File: src/rtl/crsc_pkg.sv
// Shared constants and types for the capacitated route split cost unit.
`default_nettype none

package crsc_pkg;

    localparam int COST_W          = 48;
    localparam int DIST_W          = 32;
    localparam int CAP_W           = 32;
    localparam int DEMAND_W        = 16;
    localparam int MAX_CLIENTS_DEF = 1024;
    localparam int DEMAND_BITS_DEF = 16;

    localparam logic [CAP_W-1:0]  CAP_RESET = CAP_W'(100);
    localparam logic [COST_W-1:0] COST_MAX  = {COST_W{1'b1}};

    typedef struct packed {
        logic              infeasible;
        logic [COST_W-1:0] total_cost;
    } result_t;

endpackage

`default_nettype wire

File: src/rtl/crsc_ctrl.sv
// Sequencer: min-queue push/pop, load window drain and tour cost accumulation.
`default_nettype none

module crsc_ctrl
    import crsc_pkg::*;
#(
    parameter int MAX_CLIENTS = MAX_CLIENTS_DEF,
    parameter int DEMAND_BITS = DEMAND_BITS_DEF,
    localparam int AW = $clog2(MAX_CLIENTS),
    localparam int CW = $clog2(MAX_CLIENTS + 1),
    localparam int DW = (DEMAND_BITS < DEMAND_W) ? DEMAND_BITS : DEMAND_W
) (
    input  wire                 aclk,
    input  wire                 aresetn,
    input  wire  [CAP_W-1:0]    capacity,
    input  wire                 in_valid,
    output logic                in_ready,
    input  wire  [DEMAND_W-1:0] in_demand,
    input  wire  [DIST_W-1:0]   in_from_depot,
    input  wire  [DIST_W-1:0]   in_from_prev,
    input  wire                 in_last,
    input  wire                 out_free,
    output logic                res_valid,
    output result_t             res,
    output logic                q_rd_en,
    output logic [AW-1:0]       q_rd_addr,
    input  wire  [COST_W-1:0]   q_rd_cost,
    input  wire  [AW-1:0]       q_rd_pos,
    output logic                q_wr_en,
    output logic [AW-1:0]       q_wr_addr,
    output logic [COST_W-1:0]   q_wr_cost,
    output logic [AW-1:0]       q_wr_pos,
    output logic                d_rd_en,
    output logic [AW-1:0]       d_rd_addr,
    input  wire  [DW-1:0]       d_rd_data,
    output logic                d_wr_en,
    output logic [AW-1:0]       d_wr_addr,
    output logic [DW-1:0]       d_wr_data
);

    localparam logic [3:0] S_INIT   = 4'd0;
    localparam logic [3:0] S_IDLE   = 4'd1;
    localparam logic [3:0] S_RDMIN  = 4'd2;
    localparam logic [3:0] S_COST   = 4'd3;
    localparam logic [3:0] S_BRD    = 4'd4;
    localparam logic [3:0] S_BCMP   = 4'd5;
    localparam logic [3:0] S_PUSH   = 4'd6;
    localparam logic [3:0] S_DEMAND = 4'd7;
    localparam logic [3:0] S_DRD    = 4'd8;
    localparam logic [3:0] S_DSUB   = 4'd9;
    localparam logic [3:0] S_FIN    = 4'd10;
    localparam logic [3:0] S_TOT1   = 4'd11;
    localparam logic [3:0] S_TOT2   = 4'd12;

    localparam int LW = CAP_W + 1;

    logic [3:0]               state_reg, state_next;
    logic [CW-1:0]            head_reg, head_next;
    logic [CW-1:0]            tail_reg, tail_next;
    logic [CW-1:0]            start_reg, start_next;
    logic [AW-1:0]            j_reg, j_next;
    logic [LW-1:0]            load_reg, load_next;
    logic [DIST_W-1:0]        prev_reg, prev_next;
    logic [COST_W-1:0]        tl_reg, tl_next;
    logic                     infeas_reg, infeas_next;

    logic [DW-1:0]            demand_reg, demand_next;
    logic [DIST_W-1:0]        fd_reg, fd_next;
    logic [DIST_W-1:0]        fp_reg, fp_next;
    logic                     last_reg, last_next;
    logic signed [DIST_W+1:0] detour_reg, detour_next;
    logic [COST_W-1:0]        cost_reg, cost_next;
    logic [COST_W-1:0]        sum_reg, sum_next;

    logic                     head_lt_tail;
    logic [COST_W-1:0]        qmin;
    logic signed [COST_W+1:0] cut_cost;
    logic [COST_W:0]          tl_sum;
    logic [COST_W:0]          min_sum;
    logic [COST_W:0]          total_sum;

    assign head_lt_tail = head_reg < tail_reg;
    assign qmin         = head_lt_tail ? q_rd_cost : '0;
    assign cut_cost     = $signed({2'b00, qmin})
                        + $signed({{(COST_W - DIST_W){detour_reg[DIST_W+1]}}, detour_reg});
    assign tl_sum       = {1'b0, tl_reg} + (COST_W + 1)'(fp_reg);
    assign min_sum      = {1'b0, qmin} + {1'b0, tl_reg};
    assign total_sum    = {1'b0, sum_reg} + (COST_W + 1)'(fd_reg);

    always_comb begin
        state_next  = state_reg;
        head_next   = head_reg;
        tail_next   = tail_reg;
        start_next  = start_reg;
        j_next      = j_reg;
        load_next   = load_reg;
        prev_next   = prev_reg;
        tl_next     = tl_reg;
        infeas_next = infeas_reg;
        demand_next = demand_reg;
        fd_next     = fd_reg;
        fp_next     = fp_reg;
        last_next   = last_reg;
        detour_next = detour_reg;
        cost_next   = cost_reg;
        sum_next    = sum_reg;

        in_ready  = 1'b0;
        res_valid = 1'b0;
        res.infeasible = infeas_reg;
        res.total_cost = infeas_reg ? '0 : (total_sum[COST_W] ? COST_MAX
                                                               : total_sum[COST_W-1:0]);
        q_rd_en   = 1'b0;
        q_rd_addr = head_reg[AW-1:0];
        q_wr_en   = 1'b0;
        q_wr_addr = tail_reg[AW-1:0];
        q_wr_cost = cost_reg;
        q_wr_pos  = j_reg;
        d_rd_en   = 1'b0;
        d_rd_addr = start_reg[AW-1:0];
        d_wr_en   = 1'b0;
        d_wr_addr = j_reg;
        d_wr_data = demand_reg;

        case (state_reg)
            S_INIT: begin
                q_wr_en    = 1'b1;
                q_wr_addr  = '0;
                q_wr_cost  = '0;
                q_wr_pos   = '0;
                state_next = S_IDLE;
            end
            S_IDLE: begin
                in_ready = 1'b1;
                if (in_valid) begin
                    demand_next = in_demand[DW-1:0];
                    fd_next     = in_from_depot;
                    fp_next     = in_from_prev;
                    last_next   = in_last;
                    state_next  = (j_reg == '0) ? S_DEMAND : S_RDMIN;
                end
            end
            S_RDMIN: begin
                q_rd_en     = head_lt_tail;
                detour_next = $signed({2'b00, prev_reg}) + $signed({2'b00, fd_reg})
                            - $signed({2'b00, fp_reg});
                state_next  = S_COST;
            end
            S_COST: begin
                if (cut_cost[COST_W+1]) begin
                    cost_next = '0;
                end else if (cut_cost[COST_W]) begin
                    cost_next = COST_MAX;
                end else begin
                    cost_next = cut_cost[COST_W-1:0];
                end
                state_next = S_BRD;
            end
            S_BRD: begin
                if (tail_reg > head_reg) begin
                    q_rd_en    = 1'b1;
                    q_rd_addr  = AW'(tail_reg - CW'(1));
                    state_next = S_BCMP;
                end else begin
                    state_next = S_PUSH;
                end
            end
            S_BCMP: begin
                if (q_rd_cost >= cost_reg) begin
                    tail_next  = tail_reg - CW'(1);
                    state_next = S_BRD;
                end else begin
                    state_next = S_PUSH;
                end
            end
            S_PUSH: begin
                if (tail_reg < CW'(MAX_CLIENTS)) begin
                    q_wr_en   = 1'b1;
                    tail_next = tail_reg + CW'(1);
                end
                state_next = S_DEMAND;
            end
            S_DEMAND: begin
                d_wr_en   = 1'b1;
                load_next = load_reg + LW'(demand_reg);
                if (CAP_W'(demand_reg) > capacity) begin
                    infeas_next = 1'b1;
                end
                state_next = S_DRD;
            end
            S_DRD: begin
                if (load_reg > {1'b0, capacity} && start_reg <= CW'(j_reg)) begin
                    d_rd_en    = 1'b1;
                    q_rd_en    = head_lt_tail;
                    state_next = S_DSUB;
                end else begin
                    state_next = S_FIN;
                end
            end
            S_DSUB: begin
                load_next  = load_reg - LW'(d_rd_data);
                if (head_lt_tail && q_rd_pos == start_reg[AW-1:0]) begin
                    head_next = head_reg + CW'(1);
                end
                start_next = start_reg + CW'(1);
                state_next = S_DRD;
            end
            S_FIN: begin
                tl_next = tl_sum[COST_W] ? COST_MAX : tl_sum[COST_W-1:0];
                if (last_reg || j_reg == AW'(MAX_CLIENTS - 1)) begin
                    q_rd_en    = head_lt_tail;
                    state_next = S_TOT1;
                end else begin
                    prev_next  = fd_reg;
                    j_next     = j_reg + AW'(1);
                    state_next = S_IDLE;
                end
            end
            S_TOT1: begin
                sum_next   = min_sum[COST_W] ? COST_MAX : min_sum[COST_W-1:0];
                state_next = S_TOT2;
            end
            S_TOT2: begin
                if (out_free) begin
                    res_valid   = 1'b1;
                    q_wr_en     = 1'b1;
                    q_wr_addr   = '0;
                    q_wr_cost   = '0;
                    q_wr_pos    = '0;
                    head_next   = '0;
                    tail_next   = CW'(1);
                    start_next  = '0;
                    j_next      = '0;
                    load_next   = '0;
                    prev_next   = '0;
                    tl_next     = '0;
                    infeas_next = 1'b0;
                    state_next  = S_IDLE;
                end
            end
            default: begin
                state_next = S_INIT;
            end
        endcase
    end

    always_ff @(posedge aclk) begin
        if (!aresetn) begin
            state_reg  <= S_INIT;
            head_reg   <= '0;
            tail_reg   <= CW'(1);
            start_reg  <= '0;
            j_reg      <= '0;
            load_reg   <= '0;
            prev_reg   <= '0;
            tl_reg     <= '0;
            infeas_reg <= 1'b0;
        end else begin
            state_reg  <= state_next;
            head_reg   <= head_next;
            tail_reg   <= tail_next;
            start_reg  <= start_next;
            j_reg      <= j_next;
            load_reg   <= load_next;
            prev_reg   <= prev_next;
            tl_reg     <= tl_next;
            infeas_reg <= infeas_next;
        end
    end

    always_ff @(posedge aclk) begin
        demand_reg <= demand_next;
        fd_reg     <= fd_next;
        fp_reg     <= fp_next;
        last_reg   <= last_next;
        detour_reg <= detour_next;
        cost_reg   <= cost_next;
        sum_reg    <= sum_next;
    end

endmodule

`default_nettype wire

File: config.mk
export PLATFORM = sky130hd
export DESIGN_NAME = crsc_ctrl
export DESIGN_NICKNAME = d
export VERILOG_FILES = /design/src/rtl/crsc_pkg.sv /design/src/rtl/crsc_ctrl.sv
export SDC_FILE = /design/constraint.sdc
export NUM_CORES = 1
export LEC_CHECK = 0
export BUFFER_PORTS_ARGS = -buffer_cell sky130_fd_sc_hd__clkbuf_2
export CELL_PAD_IN_SITES_DETAIL_PLACEMENT = 0
export CELL_PAD_IN_SITES_GLOBAL_PLACEMENT = 1
export CORE_MARGIN = 1.5
export CORE_UTILIZATION = 41
export DETAILED_ROUTE_END_ITERATION = 12
export PLACE_DENSITY_LB_ADDON = 0.12
export SLEW_MARGIN = 20
export SYNTH_ARGS = -nofsm -noshare
export SYNTH_HDL_FRONTEND = slang
export SYNTH_SLANG_ARGS = --single-unit
File: constraint.sdc
create_clock -name aclk -period 5.15 [get_ports aclk]
set_input_delay 0.515 -clock aclk [delete_from_list [all_inputs] [get_ports aclk]]
set_output_delay 0.515 -clock aclk [all_outputs]
set_load 0.1 [all_outputs]
# Word-level counts from Yosys, hierarchy flattened
# Index checks and enable logic that the tools add are counted.
dict set report op_classes {
  n_addsub 13
  multipliers 0
  div_mod_pow 0
  n_lt_le_gt_ge 7
  n_eq_ne 21
  n_shift 0
  muxes 53
  bitwise 0
  reduce_logical 21
}
# op count
set op_table {}
lappend op_table {{$mux 48} 7}
lappend op_table {{$pmux 48 s2} 2}
lappend op_table {{$pmux 33 s3} 1}
lappend op_table {{$add 48x32->49} 2}
lappend op_table {{$mux 32} 2}
lappend op_table {{$pmux 32 s2} 1}
lappend op_table {{$pmux 10 s2} 3}
lappend op_table {{$mux 11} 5}
lappend op_table {{$add 49x34->50} 1}
lappend op_table {{$mux 10} 5}
lappend op_table {{$add 48x48->49} 1}
lappend op_table {{$ge 48x48->1} 1}
lappend op_table {{$pmux 4 s12} 1}
lappend op_table {{$pmux 11 s2} 2}
lappend op_table {{$sub 33x32->34} 1}
lappend op_table {{$add 11x1->11 const B} 3}
lappend op_table {{$add 32x32->33} 1}
lappend op_table {{$add 33x16->33} 1}
lappend op_table {{$gt 33x32->1} 1}
lappend op_table {{$mux 33} 1}
lappend op_table {{$pmux 11 s3} 1}
lappend op_table {{$sub 33x16->33} 1}
lappend op_table {{$gt 16x32->1} 1}
lappend op_table {{$eq 4x4->1 const B} 5}
lappend op_table {{29 further kinds} 65}
dict set report word_totals {
  regBits 372
  latch_bits 0
  mem_bits_rw 0
  mem_bits_ro 0
  in_bits 191
  output_inout_bits 169
  mem_count 0
}

# Depth between registers and ports, before layout
# Gate-level depths: netlist of run 1.
dict set report logic_depth {
  depth_word 4
  depth_mapped 24
  ltp_nobuf 21
}

# Worst setup path before layout of run 1
# No wires, ideal clock.
dict set report synth_path {
  path_kind {reg-to-output}
  startpoint {register fd_reg[14]}
  endpoint {output res[41] in the netlist's numbering}
  arrival_ps 7498
  t_required_ps 4635
  slack_ps -2863
  stages_incl_launch_ff 14
  n_path_buf 1
  cell_sequence {edfxtp_1 -> ha_1 -> and4_1 -> and4_1 -> a32oi_1 -> nand4_1 -> and3_1 -> o21a_1 -> o311ai_1 -> nand2_1 -> and2_1 -> clkbuf_1 -> and3_1 -> a2111oi_0}
}
# item line
set synth_rtl {}
lappend synth_rtl {{start, declared} crsc_ctrl.sv:68} ;# logic [DIST_W-1:0] fd_reg, fd_next;
lappend synth_rtl {{start signal, assigned} crsc_ctrl.sv:273} ;# fd_reg <= fd_next;
lappend synth_rtl {{end, declared} crsc_ctrl.sv:24} ;# output result_t res,

==> run summary, run 1 <==
### Worst setup path
- **kind of capture point of the worst setup path** output port
- **Crit Path Category** register to output port
- **start point of the critical path** fd_reg[13]
- **cell chain of the critical path** ha_1 > and4_1 > and4_1 > a32oi_2 > nand4_1 > buf_4 > and3_1 > o21a_1 > o311ai_4 > nand2_1 > and2_2 > and3_1 > nor3_2 > buf_4
- **sort of element at the start of the critical path** register
- **WP data required** 4.64 ns
- **worst stage delay on the critical path** 0.43 ns
- **critical path arrival** 4.48 ns
- **highest fanout seen on the critical path** 3
- **termination of the worst setup path** res[39]
- **Buf/Inv on CP** 2
- **FF-to-FF Start** head_reg[9]
- **cell depth of the worst flop-to-flop path** 20
- **endpoint of the worst register-to-register path** cost_reg[14]
- **worst setup slack for register-to-register paths** 0.21 ns
- **master of the slowest instance on the critical path** edfxtp_1
- **instance count on the critical path** 14
- **family of cells with the greatest summed delay on the critical path** simple AND/OR/NAND/NOR gates

### CTS
- **clock tree from TritonCTS** built
- **count of H-tree levels built during CTS** 2
- **total clock buffers created by CTS** 49
- **clock root cell** clkbuf_16
- **Max clock buf depth** 3
- **clock slew at the register clock pins of the worst setup and hold paths** 0.06 ns
- **count of hold buffers inserted by post-cts repair** 0
- **clock network latency to the later pin of the worst-skew pair** 0.62 ns
- **CTS sink count** 372

### Timing
- **pin slew with the least headroom to its limit** 1.06 ns
- **worst slew slack as a fraction of its limit** 29.4%
- **clock skew after layout** 0.0355 ns
- **part of the cycle the worst path needs** 96.9%
- **setup violation total in the final timing report** 0
- **Final TNS setup** 0 ns
- **Final Hold Viols** 0
- **Final Max Tran Viols** 0
- **clock period minus final worst setup slack** 4.99 ns
- **Peak Freq** 200 MHz
- **unrepaired setup endpoints after global routing** yes

### Synthesis
- **simple-gate portion of the synthesized area** 16.6%
- **dominant cell type by area after synthesis** edfxtp_1
- **Seq cells post-synth** 372
- **leading post-synthesis cells by cell area** edfxtp_1 (20%), ha_1 (13%), dfxtp_1 (10%)
- **share of synthesized cell area in full adder, half adder and majority cells** 15.7%
- **count of unique library cells instantiated by Yosys** 91
- **fraction of the yosys area taken by sequential cells** 29.9%
- **main combinational cell family by area after synthesis** compound AO/OA/AOI/OAI gates
- **FFs w/ async S/R, synth** 0%
- **Synth Instances** 3829
- **share of cell area taken by muxes after synthesis** 0.290%
- **fraction of the mapped netlist area in compound gates** 24.6%
- **Post-Syn Nets** 4398
- **per-instance average area after synthesis** 8.34 um2
- **number of enable-type register cells in the synthesized netlist** 211
- **prevailing post-synth register cell** edfxtp_1
- **Post-Synth XOR/XNOR Area** 6.86%
- **share of the synthesized area in the top cell type** 19.8%
- **Post-Synthesis Cell Area** 31900 um2
- **total number of yosys warnings** 0

### Final layout
- **net count reported at finish** 4800
- **post-layout instance count excluding filler cells** 5311
- **most frequent standard cell in the layout excluding fill and tap cells** a21oi_1
- **fraction of final layout cells with drive strength greater than 1** 17.0%
- **Layout area overhead** 19.6%
- **commonest non-fill, non-tap cells in the layout** a21oi_1 (490), clkbuf_2 (339), ha_1 (336)
- **post-route cell area** 38200 um2

### Detailed routing
- **sum of met2 wire segment lengths after detailed routing** 52900 um
- **number of routed nets with antenna violations** 0
- **first-pass iteration count of the detailed router** 5
- **DRC violation count after routing** 0
- **sum of routed wire segments on met1** 51300 um
- **1st-iter DRT viols** 1943
- **Routed wire per std cell** 21.4 um
- **routed via count** 29900
- **aggregate routed wire length** 114000 um
- **Met3 Wirelength** 6270 um
- **top sig layer** met5
- **via count normalized by instance count** 5.63

### Flow run
- **# Max-Cap Violations** 0

### Floorplanning
- **die footprint** 79600 um2
- **num rows** 102
- **Die X** 282 um
- **Core Footprint** 77200 um2
- **IO Count** 360
- **effective utilization at floorplan** 41.4%
- **vertical die dimension** 282 um

### Global routing
- **total routing usage reported by global routing** 28.0%
- **first-pass GRT wire length** 172000 um
- **antenna violations before repair** 4
- **pin count of the biggest net entering global routing** 73
- **vias in the first global route** 28800
- **Congestion Overflow GR** 0

### Status
- **outcome** finished clean

### Pwr
- **leakage dissipation** 0.0175 uW
- **total power density per cell area** 506 nW/um2
- **largest voltage drop on the vdd net** 0.531 mV

### Placed design
- **Cells after DPL** 5206
- **number of buffer cells added on primary ports** 359
- **placed cell areas** 36000 um2
- **Routability Congestion** 0.960
- **Detail Placement HPWL** 89000 um

### Worst hold path
- **Hold Path Class** input pin to register

how the worst min path moves through the flow:
stage / start / to / slack, ns / cells past startpoint
6_report: in_from_depot[24] / fd_reg[24] / 0.07 / 1
5_1_grt: in_demand[10] / d_wr_data[10] / 0.05 / 1
4_1_cts: in_from_prev[18] / fp_reg[18] / 0.04 / 1
3_5_place_dp: prev_reg[14] / prev_reg[14] / 0.46 / 2
3_3_place_gp: prev_reg[16] / prev_reg[16] / 0.46 / 2
2_1_floorplan: prev_reg[10] / prev_reg[10] / 0.45 / 2
logic make-up (layout without fill, tap and decap cells):
family	after synthesis	count (layout)
AO/OA/AOI/OAI	1260	1260
multiplexers	9	9
adder cells (fa/ha/maj)	380	380
flip-flops	372	372
XOR/XNOR	250	250
other	0	1
AND/OR/NAND/NOR	1073	1073
buffers and inverters	485	926
layer usage:
layer / vias up / track usage (%)
met2: 799 / 46.8
met4: 8 / 8.01
met3: 151 / 3.48
met1: 14200 / 37.6
met5: - / 0
li1: 14700 / -
synthesized netlist by cell type, drive strengths merged (9+ instances only):
master / n
or2: 15
xnor2: 131
edfxtp: 211
o31ai: 28
nor3: 64
nand2b: 58
ha: 343
clkbuf: 138
o21bai: 37
a311oi: 26
and4: 13
xor2: 119
o21a: 42
dfxtp: 161
nor4: 24
a211oi: 27
and2: 32
nand4: 49
o211ai: 22
a2111oi: 9
or3: 28
a21oi: 502
a31oi: 48
a211o: 9
nor2b: 54
a21o: 170
a22oi: 25
fa: 35
inv: 310
nor2: 218
nand3: 113
and3: 96
o22ai: 17
buf: 36
nand2: 286
o21ai: 222
power by group:
| part | internal (uW) | leakage, uW | total [uW] | switching, uW |
|---|---|---|---|---|
| clock | 2170 | 0.000815 | 3610 | 1440 |
| sequential | 3770 | 0.00323 | 4020 | 251 |
| combinational | 3790 | 0.0135 | 11700 | 7900 |
| total | 9730 | 0.0175 | 19300 | 9590 |
through the flow:
stage,util (%),hold slack [ns],setup slack [ns],total power (uW)
floorplan,-,0.448,-0.159,12200
global placement,46.6,0.456,-0.0855,15300
detailed placement,46.6,0.459,-0.229,15300
CTS,48.9,0.0421,0.00513,19000
global route,49.5,0.0541,-0.0505,20500
finish,49.5,0.0708,0.158,19300
what timing repair did:
action,CTS,global route
setup buffers,4,7
pin swaps,7,29
resized for setup,25,67
setup endpoints to repair,88,119
gates cloned,0,3
area by class of cell:
| cell class | instances | area (um2) |
|---|---|---|
| inverter | 311 | 1170 |
| timing repair buffer | 525 | 3510 |
| clock inverter | 17 | 213 |
| clock buffer | 73 | 1440 |
| tap | 1040 | 1300 |
| fill | 7642 | 39000 |
| antenna | 1 | 2.50 |
| multi-input combinational | 2972 | 21000 |
| sequential | 372 | 9560 |
(Power assumes the default switching activity.)
==> run 2: changes to the inputs <==
Settings changed: ABC_AREA set to 1, CORE_UTILIZATION 41 to 44, PLACE_DENSITY_LB_ADDON 0.12 to 0.1.
Clock period 5.15 ns to 5.5 ns, I/O delays scaled along.
==> run 2 against run 1 <==
Net effect: setup slack better by 0.16 ns; critical endpoint is now res[46]; sequential cell count stayed put; largest power group unchanged; first-iteration DRC count increased by 70%; die area up 2.5%; core utilization up 0.99 points; non-clock buffer count down 117; count of clock-buffer cells in the layout shrank 11; critical path depth is 2 higher; clock power fell by 6.4%; via count rose by 21%; worst hold slack gained 0.028 ns.
==> run summary, run 2 <==
### Floorplanning
- **Core Footprint** 79000 um2, +2.3%
- **IO Count** 360, unchanged
- **num rows** 103, +0.98%
- **die footprint** 81600 um2, +2.5%
- **vertical die dimension** 286 um, +1.3%
- **Die X** 286 um, +1.3%
- **effective utilization at floorplan** 44.5%, +3.1 points

### Global routing
- **antenna violations before repair** 0, -4
- **total routing usage reported by global routing** 33.2%, +5.3 points
- **pin count of the biggest net entering global routing** 73, unchanged
- **Congestion Overflow GR** 0, unchanged
- **first-pass GRT wire length** 207000 um, +21%
- **vias in the first global route** 33700, +17%

### CTS
- **total clock buffers created by CTS** 49, unchanged
- **CTS sink count** 372, unchanged
- **count of H-tree levels built during CTS** 2, unchanged
- **count of hold buffers inserted by post-cts repair** 0, unchanged
- **clock network latency to the later pin of the worst-skew pair** 0.63 ns, about the same
- **clock root cell** clkbuf_16
- **Max clock buf depth** 3, unchanged
- **clock tree from TritonCTS** built
- **clock slew at the register clock pins of the worst setup and hold paths** 0.06 ns, about the same

### Synthesis
- **Synth Instances** 5161, +35%
- **Post-Synthesis Cell Area** 35100 um2, +10%
- **prevailing post-synth register cell** edfxtp_1
- **most numerous cell types in the synthesized netlist** nand2_1 (974), inv_1 (934), nor2_1 (586)
- **count of unique library cells instantiated by Yosys** 68, -25%
- **total number of yosys warnings** 0, unchanged
- **number of enable-type register cells in the synthesized netlist** 211, unchanged
- **FFs w/ async S/R, synth** 0%, unchanged
- **per-instance average area after synthesis** 6.81 um2, -18%
- **share of the synthesized area in the top cell type** 18.0%, -1.8 points
- **Seq cells post-synth** 372, unchanged
- **fraction of the yosys area taken by sequential cells** 27.2%, -2.7 points
- **dominant cell type by area after synthesis** edfxtp_1
- **most common cell in the netlist** nand2_1
- **Post-Syn Nets** 5730, +30%
- **leading post-synthesis cells by cell area** edfxtp_1 (18%), ha_1 (12%), nand2_1 (10%)

### Detailed routing
- **top sig layer** met4
- **1st-iter DRT viols** 3300, +70%
- **via count normalized by instance count** 5.48, -2.6%
- **Met3 Wirelength** 8860 um, +41%
- **Routed wire per std cell** 21.1 um, -1.6%
- **routed via count** 36300, +21%
- **first-pass iteration count of the detailed router** 6, +1
- **DRC violation count after routing** 0, unchanged
- **number of routed nets with antenna violations** 0, unchanged
- **aggregate routed wire length** 140000 um, +23%
- **sum of routed wire segments on met1** 62900 um, +23%
- **sum of met2 wire segment lengths after detailed routing** 62500 um, +18%

### Worst setup path
- **Crit Path Category** register to output port
- **critical path arrival** 4.63 ns, +0.15 ns
- **cell depth of the worst flop-to-flop path** 23, +15%
- **WP data required** 4.95 ns, +0.31 ns
- **kind of capture point of the worst setup path** output port
- **sort of element at the start of the critical path** register
- **worst setup slack for register-to-register paths** 0.60 ns, +0.39 ns
- **highest fanout seen on the critical path** 11, +8
- **FF-to-FF Start** head_reg[5]
- **endpoint of the worst register-to-register path** cost_reg[17]

### Worst hold path
- **Hold Path Cell Cnt** 1, unchanged
- **hold_sp** in_last
- **Hold Path Sink** last_reg
- **Hold Path Class** input pin to register

### Timing
- **clock skew after layout** 0.0308 ns, -0.00471 ns
- **setup violation total in the final timing report** 0, unchanged
- **clock period minus final worst setup slack** 5.18 ns
- **pin slew with the least headroom to its limit** 1.02 ns, -0.0404 ns
- **Final Hold Viols** 0, unchanged
- **Peak Freq** 193 MHz
- **Final Max Tran Viols** 0, unchanged
- **worst slew slack as a fraction of its limit** 31.9%, +2.5 points
- **Final TNS setup** 0 ns, unchanged
- **unrepaired setup endpoints after global routing** no
- **part of the cycle the worst path needs** 94.2%

### Final layout
- **net count reported at finish** 6090, +27%
- **FF+latch area** 9560 um2, about the same
- **commonest non-fill, non-tap cells in the layout** nand2_1 (970), inv_1 (934), a21oi_1 (581)
- **Diodes inserted** 0, -1
- **fraction of final layout cells with drive strength greater than 1** 10.6%, -6.4 points
- **post-route cell area** 39900 um2, +4.4%
- **multi-input logic area** 21600 um2, +2.8%
- **Layout area overhead** 13.4%
- **fill cell count** 8249, +7.9%
- **most frequent standard cell in the layout excluding fill and tap cells** nand2_1

### Placed design
- **placed cell areas** 38200 um2, +6.2%
- **Detail Placement HPWL** 116000 um, +31%
- **number of buffer cells added on primary ports** 359, unchanged
- **Routability Congestion** 0.978, +1.9%

### Pwr
- **Gate power share** 59.0%, -1.5 points
- **Switch Pwr** 9390 uW, -2.0%
- **leakage dissipation** 0.0193 uW, +11%
- **share of total power in sequential cells** 21.5%, +0.7 points
- **Internal** 7970 uW, -18%
- **Clk pwr share** 19.5%, +0.8 points
- **largest voltage drop on the vdd net** 0.386 mV, -27%
- **Switching Fraction** 54.1%, +4.5 points
- **total power density per cell area** 435 nW/um2, -14%

### Flow run
- **# Max-Cap Violations** 0, unchanged

### Status
- **outcome** finished clean

run 2: area by class of cell:
class,count,share of cell area (%)
Multi-Input combinational cell,3747,54.2
Sequential cell,372,24.0
Inverter,943,8.88
Timing Repair Buffer,408,5.53
Clock buffer,62,3.35
Tap cell,1050,3.29
Clock inverter,30,0.788
run 2: routing by layer:
metal  vias up  track usage (%)
li1      17800                -
met1     17100             46.2
met2      1196             53.0
met3       193             3.77
met4         0             12.1
met5         -                0
run 2: timing repair:
item	in CTS	in global routing
resized for setup	0	3
setup buffers	0	0
setup endpoints to repair	0	4
run 2: worst max path at each step:
stage,end,depth (start not counted),startpoint
final,res[46],16,fd_reg[0]
after global routing,res[41],17,fd_reg[0]
after CTS,res[41],17,fd_reg[0]
after detailed placement,cost_reg[17],22,head_reg[5]
after global placement,cost_reg[21],22,head_reg[5]
after floorplan,d_wr_data[0],6,state_reg[0]
run 2: worst max-delay path, stage by stage (launching register included):
cell	delay, ns
edfxtp_1	0.50
ha_1	0.40
inv_1	0.10
fa_1	0.41
o21ai_1	0.22
a21oi_1	0.25
o21ai_1	0.33
a21boi_1	0.18
o21ai_2	0.27
nand2_1	0.10
nand2_2	0.19
nand4_1	0.11
buf_4	0.21
o21ai_0	0.08
o21ai_0	0.09
inv_1	0.09
clkbuf_2	0.46
run 2: cells by family (layout without fill, tap and decap cells):
logic type	after synthesis	in the layout	synth area share [%]
and+or+nand+nor	2059	2059	24.9
buffers and inverters	1042	1443	11.5
adders and majority gates	378	378	14.2
xor gates and xnor gates	162	162	4.04
DFF	372	372	27.2
AOI/OAI and AO/OA	1147	1147	18.1
muxes	1	1	0.0285
run 2: stage by stage:
| step | total power (uW) | utilization, % | std cells | hold WS, ns | worst slack [ns] |
|---|---|---|---|---|---|
| 2_1_floorplan | 11000 | - | 5161 | 0.441 | 0.825 |
| 3_3_place_gp | 13900 | 48.4 | 6519 | 0.449 | 0.795 |
| 3_5_place_dp | 13900 | 48.4 | 6519 | 0.452 | 0.704 |
| 4_1_cts | 17300 | 50.4 | 6611 | 0.0647 | 0.181 |
| 5_1_grt | 18300 | 50.5 | 6612 | 0.0877 | 0.0582 |
| 6_report | 17400 | 50.5 | 6612 | 0.0992 | 0.319 |
run 2: power by group through the flow:
| stage | sequential [uW] | clock [uW] | combinational [uW] |
|---|---|---|---|
| floorplan | 3780 | 0 | 7180 |
| global placement | 3790 | 0 | 10100 |
| detailed placement | 3790 | 0 | 10100 |
| CTS | 3740 | 3420 | 10100 |
| global route | 3750 | 3520 | 11000 |
| finish | 3730 | 3380 | 10300 |
